$ cat config.mk
export PLATFORM = sky130hd
export DESIGN_NAME = bmhtk_ctrl
export DESIGN_NICKNAME = d
export VERILOG_FILES = /design/src/rtl/bmhtk_pkg.sv /design/src/rtl/bmhtk_ctrl.sv
export VERILOG_INCLUDE_DIRS = /design/src /design/src/rtl
export SDC_FILE = /design/constraint.sdc
export NUM_CORES = 1
export LEC_CHECK = 0
export BUFFER_PORTS_ARGS = -buffer_cell sky130_fd_sc_hd__buf_4
export CAP_MARGIN = 15
export CORE_MARGIN = 5
export CORE_UTILIZATION = 50
export DETAILED_ROUTE_END_ITERATION = 10
export PLACE_DENSITY = 0.86
export SLEW_MARGIN = 20
export SYNTH_ARGS = -nofsm -noshare
export SYNTH_HDL_FRONTEND = slang
export SYNTH_SLANG_ARGS = --single-unit
$ cat constraint.sdc
create_clock -name aclk -period 2.9 [get_ports aclk]
set_input_delay 0.29 -clock aclk [delete_from_list [all_inputs] [get_ports aclk]]
set_output_delay 0.29 -clock aclk [all_outputs]
set_load 0.02 [all_outputs]
$ cat src/rtl/bounded_min_heap_top_k_unit_assert.svh
// assertion macros shared by the heap unit
`ifndef BOUNDED_MIN_HEAP_TOP_K_UNIT_ASSERT_SVH
`define BOUNDED_MIN_HEAP_TOP_K_UNIT_ASSERT_SVH

`ifndef ASSERT_OFF
`define BMHTK_ASSERT(lbl, clk, rstn, prop, msg) \
    lbl: assert property (@(posedge clk) disable iff (!rstn) (prop)) else $error(msg);
`define BMHTK_ASSERT_IMP(lbl, clk, rstn, ante, cons, msg) \
    lbl: assert property (@(posedge clk) disable iff (!rstn) (ante) |-> (cons)) else $error(msg);
`define BMHTK_ASSERT_NXT(lbl, clk, rstn, ante, cons, msg) \
    lbl: assert property (@(posedge clk) disable iff (!rstn) (ante) |=> (cons)) else $error(msg);
`else
`define BMHTK_ASSERT(lbl, clk, rstn, prop, msg)
`define BMHTK_ASSERT_IMP(lbl, clk, rstn, ante, cons, msg)
`define BMHTK_ASSERT_NXT(lbl, clk, rstn, ante, cons, msg)
`endif

`endif

$ cat src/rtl/bmhtk_pkg.sv
package bmhtk_pkg;

    localparam int DEPTH    = 64;
    localparam int CNT_W    = 7;
    localparam int POS_W    = 8;
    localparam int STATUS_W = 3;

    localparam logic [CNT_W-1:0] CAP_RESET = 7'd64;

    typedef enum logic [STATUS_W-1:0] {
        STAT_INSERTED  = 3'd0,
        STAT_REPLACED  = 3'd1,
        STAT_REJECTED  = 3'd2,
        STAT_EXTRACTED = 3'd3,
        STAT_EMPTY     = 3'd4
    } status_t;

    typedef enum logic [2:0] {
        RD_NONE,
        RD_ROOT,
        RD_LAST,
        RD_CHILDREN,
        RD_PARENT
    } rd_sel_t;

    typedef enum logic [2:0] {
        WR_NONE,
        WR_MV,
        WR_IN,
        WR_CHILD,
        WR_PARENT
    } wr_sel_t;

    typedef enum logic [2:0] {
        POS_HOLD,
        POS_ONE,
        POS_CNT_PLUS1,
        POS_HALF,
        POS_CHILD
    } pos_op_t;

    typedef enum logic [1:0] {
        CNT_HOLD,
        CNT_INC,
        CNT_DEC
    } cnt_op_t;

    typedef enum logic [1:0] {
        RES_HOLD,
        RES_RD,
        RES_ZERO
    } res_op_t;

    typedef struct packed {
        logic    load_in;
        rd_sel_t rd;
        wr_sel_t wr;
        pos_op_t pos_op;
        cnt_op_t cnt_op;
        res_op_t res_op;
        logic    status_load;
        status_t status;
        logic    mv_load;
        logic    load_out;
    } dp_cmd_t;

    typedef struct packed {
        logic is_insert;
        logic below_cap;
        logic cnt_zero;
        logic rejected;
        logic has_child;
        logic sd_stop;
        logic at_root;
        logic su_move;
        logic out_free;
    } dp_stat_t;

endpackage

$ cat src/rtl/bmhtk_ctrl.sv
`include "bounded_min_heap_top_k_unit_assert.svh"

module bmhtk_ctrl import bmhtk_pkg::*; (
    input  logic     aclk,
    input  logic     aresetn,
    input  logic     s_valid,
    output logic     s_ready,
    input  dp_stat_t stat,
    output dp_cmd_t  cmd
);

    typedef enum logic [9:0] {
        S_IDLE    = 10'b0000000001,
        S_CHECK   = 10'b0000000010,
        S_RM_LOAD = 10'b0000000100,
        S_SD_RD   = 10'b0000001000,
        S_SD_CMP  = 10'b0000010000,
        S_SU_RD   = 10'b0000100000,
        S_SU_CMP  = 10'b0001000000,
        S_FIN_RD  = 10'b0010000000,
        S_FIN_CAP = 10'b0100000000,
        S_DONE    = 10'b1000000000
    } state_t;

    state_t state_reg;
    state_t state_next;

    assign s_ready = (state_reg == S_IDLE);

    always_comb begin
        state_next      = state_reg;
        cmd.load_in     = 1'b0;
        cmd.rd          = RD_NONE;
        cmd.wr          = WR_NONE;
        cmd.pos_op      = POS_HOLD;
        cmd.cnt_op      = CNT_HOLD;
        cmd.res_op      = RES_HOLD;
        cmd.status_load = 1'b0;
        cmd.status      = STAT_INSERTED;
        cmd.mv_load     = 1'b0;
        cmd.load_out    = 1'b0;
        case (state_reg)
            S_IDLE: begin
                if (s_valid) begin
                    cmd.load_in = 1'b1;
                    cmd.rd      = RD_ROOT;
                    state_next  = S_CHECK;
                end
            end
            S_CHECK: begin
                cmd.status_load = 1'b1;
                if (stat.is_insert) begin
                    if (stat.below_cap) begin
                        cmd.status = STAT_INSERTED;
                        cmd.pos_op = POS_CNT_PLUS1;
                        state_next = S_SU_RD;
                    end else if (stat.rejected) begin
                        cmd.status = STAT_REJECTED;
                        cmd.res_op = RES_RD;
                        state_next = S_DONE;
                    end else begin
                        cmd.status = STAT_REPLACED;
                        cmd.rd     = RD_LAST;
                        state_next = S_RM_LOAD;
                    end
                end else begin
                    if (stat.cnt_zero) begin
                        cmd.status = STAT_EMPTY;
                        cmd.res_op = RES_ZERO;
                        state_next = S_DONE;
                    end else begin
                        cmd.status = STAT_EXTRACTED;
                        cmd.res_op = RES_RD;
                        cmd.rd     = RD_LAST;
                        state_next = S_RM_LOAD;
                    end
                end
            end
            S_RM_LOAD: begin
                cmd.mv_load = 1'b1;
                cmd.cnt_op  = CNT_DEC;
                cmd.pos_op  = POS_ONE;
                state_next  = S_SD_RD;
            end
            S_SD_RD: begin
                if (stat.has_child) begin
                    cmd.rd     = RD_CHILDREN;
                    state_next = S_SD_CMP;
                end else begin
                    cmd.wr = WR_MV;
                    if (stat.is_insert) begin
                        cmd.pos_op = POS_CNT_PLUS1;
                        state_next = S_SU_RD;
                    end else begin
                        state_next = S_DONE;
                    end
                end
            end
            S_SD_CMP: begin
                if (stat.sd_stop) begin
                    cmd.wr = WR_MV;
                    if (stat.is_insert) begin
                        cmd.pos_op = POS_CNT_PLUS1;
                        state_next = S_SU_RD;
                    end else begin
                        state_next = S_DONE;
                    end
                end else begin
                    cmd.wr     = WR_CHILD;
                    cmd.pos_op = POS_CHILD;
                    state_next = S_SD_RD;
                end
            end
            S_SU_RD: begin
                if (stat.at_root) begin
                    cmd.wr     = WR_IN;
                    cmd.cnt_op = CNT_INC;
                    state_next = S_FIN_RD;
                end else begin
                    cmd.rd     = RD_PARENT;
                    state_next = S_SU_CMP;
                end
            end
            S_SU_CMP: begin
                if (stat.su_move) begin
                    cmd.wr     = WR_PARENT;
                    cmd.pos_op = POS_HALF;
                    state_next = S_SU_RD;
                end else begin
                    cmd.wr     = WR_IN;
                    cmd.cnt_op = CNT_INC;
                    state_next = S_FIN_RD;
                end
            end
            S_FIN_RD: begin
                cmd.rd     = RD_ROOT;
                state_next = S_FIN_CAP;
            end
            S_FIN_CAP: begin
                cmd.res_op = RES_RD;
                state_next = S_DONE;
            end
            S_DONE: begin
                if (stat.out_free) begin
                    cmd.load_out = 1'b1;
                    state_next   = S_IDLE;
                end
            end
            default: begin
                state_next = S_IDLE;
            end
        endcase
    end

    always_ff @(posedge aclk) begin
        if (!aresetn) begin
            state_reg <= S_IDLE;
        end else begin
            state_reg <= state_next;
        end
    end

    // one request in flight at a time
    `BMHTK_ASSERT_NXT(a_one_item, aclk, aresetn, s_valid && s_ready, !s_ready, "second request taken while busy")
    `BMHTK_ASSERT_NXT(a_back_idle, aclk, aresetn, cmd.load_out, s_ready, "no return to idle after result")
    `BMHTK_ASSERT_IMP(a_inc_with_new, aclk, aresetn, cmd.cnt_op == CNT_INC, cmd.wr == WR_IN, "count grew without placing new item")

endmodule

Word-level counts from Yosys, hierarchy flattened:

Cells that the tools add are included.

* register bits: 10
* latch bits: 0
* RAM bits: 0
* bits in read-only memories: 0
* input bits: 12
* output and inout port bits: 21
* logic and storage cells: 61
* memories kept: 0

* add/sub/neg operators: 0
* multipliers: 0
* divide/modulo/power cells: 0
* $lt $le $gt $ge: 0
* equality and inequality tests: 12
* shifts and indexed selects: 0
* multiplexer cells: 47
* bitwise logic cells: 0
* reduce and logical (&&, ||, !) cells: 1

Operators with widths (count)
* one-hot mux 10 bit (10 select lines): 1
* 2-to-1 mux 10 bit: 9
* one-hot mux 3 bit (5 select lines): 2
* 2-to-1 mux 2 bit: 13
* 2-to-1 mux 8 bit: 2
* 2-to-1 mux 3 bit: 5
* 2-to-1 mux 4 bit: 3
* one-hot mux 3 bit (4 select lines): 1
* equality test 10 x 1 -> 1 bit, second input constant: 1
* equality test 10 bit, second input constant: 1
* equality test 10 x 2 -> 1 bit, second input constant: 1
* equality test 10 x 3 -> 1 bit, second input constant: 1
* equality test 10 x 4 -> 1 bit, second input constant: 1
* equality test 10 x 5 -> 1 bit, second input constant: 1
* equality test 10 x 6 -> 1 bit, second input constant: 1
* equality test 10 x 7 -> 1 bit, second input constant: 1
* equality test 10 x 8 -> 1 bit, second input constant: 1
* equality test 10 x 9 -> 1 bit, second input constant: 1
* 2-to-1 mux 1 bit: 8
* one-hot mux 2 bit (3 select lines): 1
* 2-to-1 mux 5 bit: 1
* != test 2 bit, second input constant: 2
* one-hot mux 2 bit (2 select lines): 1
* AND reduction 2 bit: 1

Longest topological paths before layout:

* depth after elaboration: 4
* depth in mapped cells: 7
* gate-level depth less buffers: 6

Worst setup path after synthesis:

No wires, ideal clock.

* path kind: reg-to-output
* from: register state_reg[8]
* to: output port cmd[14] in the netlist's numbering
* data arrival time: 2.015 ns
* data required time: 2.610 ns
* setup slack: 0.595 ns
* cell stages (with the launch flop): 6
* path buffers: 1
* path through: dfxtp_1 > buf_2 > nor4_4 > nand3b_2 > nor4_1 > or2_2

RTL lines
* start: declaration: RTL line bmhtk_ctrl.sv:25 `state_t state_reg;`
* start signal: assignment: RTL line bmhtk_ctrl.sv:159 `state_reg <= state_next;`
* end: declaration: RTL line bmhtk_ctrl.sv:9 `output dp_cmd_t cmd`

==> impl_metrics.toml <==
[outcome]
status = "complete, no violations"

[worst_setup_path]
crit_path_max_incr_delay_ps = 470
cp_max_fo = 13
cp.required_ps = 2610
endpoint_kind = "output port"
critical_path.top_delay_family = "simple AND/OR/NAND/NOR gates"
path_cells = "nor4_4 -> nand2_2 -> nor3_1 -> nand4b_1 -> nand2b_1 -> buf_4"
critPathBufInv = 1
critical_path_class = "register to output port"
cp-start-kind = "register"
arrival_ps = 2030
cpMaxStageDelayCell = "dfxtp_1"

[global_route]
grt.total_usage_pct = 18.7
grt-ovfl-total = 0
grt_pass1_vias = 836
grt_max_degree = 14
grt_pass1_wl_um = 3790
grt_antenna_before_repair = 0

[place]
post-place-ws_ps = 907
port_buffers = 32
gp_congestion = 0.799
place_area_um2 = 1060
hpwl_um = 1820

[timing]
finalCritPeriodShare_pct = 80.0
hold_viol_final = 0
relSlewSlack_pct = 64.8
rsz0062_at_grt = "false"
period_needed_ps = 2320
slew_violations = 0
max_freq_mhz = 431
whs_ps = 245
fin_skew_ps = 1.93
worst_slew_pin_slew_ps = 527
finalSetupViolations = 0
worst_slack_ps = 579
setup_tns_ps = 0

[synthesis]
synth_edf_count = 0
seq_area_frac_synth_pct = 24.0
synthCells = 104
syn_area_um2 = 833
synthTopCellsByCount = "dfxtp_1, inv_1, nor2_1, nor3_1, nand2_1"
syn_area_per_cell_um2 = 8.01
async_flop_share_pct = 0
synth_area_leaders = "dfxtp_1, nor4_4, nor3_1"
synth-main-ff-cell = "dfxtp_1"
synth-warning-count = 0
yosys.area.top_type = "dfxtp_1"
synth_top_cell_area_share_pct = 24.0
synth-seq-cells = 10
synth_fp_nets = 116
yosysUniqueCellTypes = 36

[job]
maxCapViolCount = 0

[min_path]
hp-class = "primary input to register"

[layout]
syn_to_final_growth_pct = 29.9
largest_reg_flops = 10
drive_gt1_share_pct = 32.8
nets = 148
num_antenna_cells = 0
fin_area_um2 = 1080

[routing]
dr.max_layer_used = "met4"
drt-initial-drc-count = 26
drtPass1Iterations = 4
wl_um = 2310
wl_met2_um = 1060
drtAntennaViolNets = 0
num_vias = 896
drc_errors = 0
viasPerCell = 5.97
dr_wl_met3_um = 247
wl_per_cell_um = 15.4
wl_met1_um = 973

[pwr]
leakagePower_nw = 0.529
cellPowerDensity_nw_per_um2 = 376
power_uw = 407
ir_drop_uv = 372

[clock_tree]
htreeDepth = 1
cts_made_buffers = 3
clockBufferDepth = 2
clock_latency_ps = 270
cts_tree = "done"
cts_resized = 0
clkSlewWorstSetupHoldPaths_ps = 70
ctsHoldBuffers = 0
cts_setup_buffers = 0
root_buffer = "clkbuf_4"
cts.sinks = 10

[floorplan]
io-pin-count = 33
die_h_um = 50.8
rows = 14
die_area_um2 = 2580
dieWidth_um = 50.8
start_util_pct = 54.1
core_um2 = 1540
## power breakdown
group,switching (mW),total [mW],internal [mW]
logic,0.0942,0.157,0.0625
registers,0.00929,0.154,0.144
clock network,0.0486,0.0966,0.0480
## layout make-up
cell class,instances,area [µm²]
clock buffer,3,22.5
fill,125,459
inverter,10,37.5
multi-input combinational,79,562
sequential,10,200
tap,16,20.0
timing repair buffer,32,240
## through the flow
step	std cells	util, %
after detailed placement	147	68.8
after global placement	147	68.8
after global routing	150	70.2
after floorplan	104	-
final	150	70.2
after CTS	150	70.2
## metal layers
layer  global-route usage [%]  vias to the layer above
li1                         -                      441
met1                     22.8                      400
met2                     30.6                       51
met3                     6.10                        4
met4                     6.38                        0
met5                        0                        -
## logic make-up (layout without fill, tap and decap cells)
family / after synthesis / in the layout / synth area share [%]
AOI/OAI and AO/OA: 25 / 25 / 25.1
DFF: 10 / 10 / 24.0
and+or+nand+nor: 52 / 52 / 40.2
xor gates and xnor gates: 2 / 2 / 2.10
buffers and inverters: 15 / 45 / 8.56
## worst register-to-register path, delay by kind of cell, from the launching register on
| kind | cells | cell delay [ps] |
|---|---|---|
| AOI/OAI and AO/OA | 4 | 1020 |
| DFF | 1 | 650 |
| xor gates and xnor gates | 1 | 120 |
## cells in the final DEF, fill, tap and decap left out, drive strengths merged
master,synthesis,routed
buf,5,32
inv,10,10
dfxtp,10,10
nor2,8,8
nor3,8,8
nand2,8,8
nor4,6,6
a21oi,5,5
nand3b,5,5
nand2b,4,4
o21ai,3,3
nor3b,3,3
o21a,3,3
clkbuf,0,3
nand4,2,2
a211o,2,2
a22o,2,2
o22ai,2,2
or2,2,2
and3,2,2
xor2,2,2
a21boi,2,2
nand4b,1,1
a21o,1,1
nor4bb,1,1
nand3,1,1
o211a,1,1
o311ai,1,1
nor4b,1,1
o32a,1,1
a22oi,1,1
a2111oi,1,1
## final timing paths
path	cells after the start	slack, ps	from	end
min reg2reg	4	670	state_reg[0]$_SDFFE_PN1P_	state_reg[1]$_SDFFE_PN0P_
min	2	240	aresetn	state_reg[9]$_SDFFE_PN0P_
max	6	580	state_reg[3]$_SDFFE_PN0P_	cmd[10]
max reg2reg	5	970	state_reg[3]$_SDFFE_PN0P_	state_reg[6]$_SDFFE_PN0P_
(Power assumes the default switching activity.)
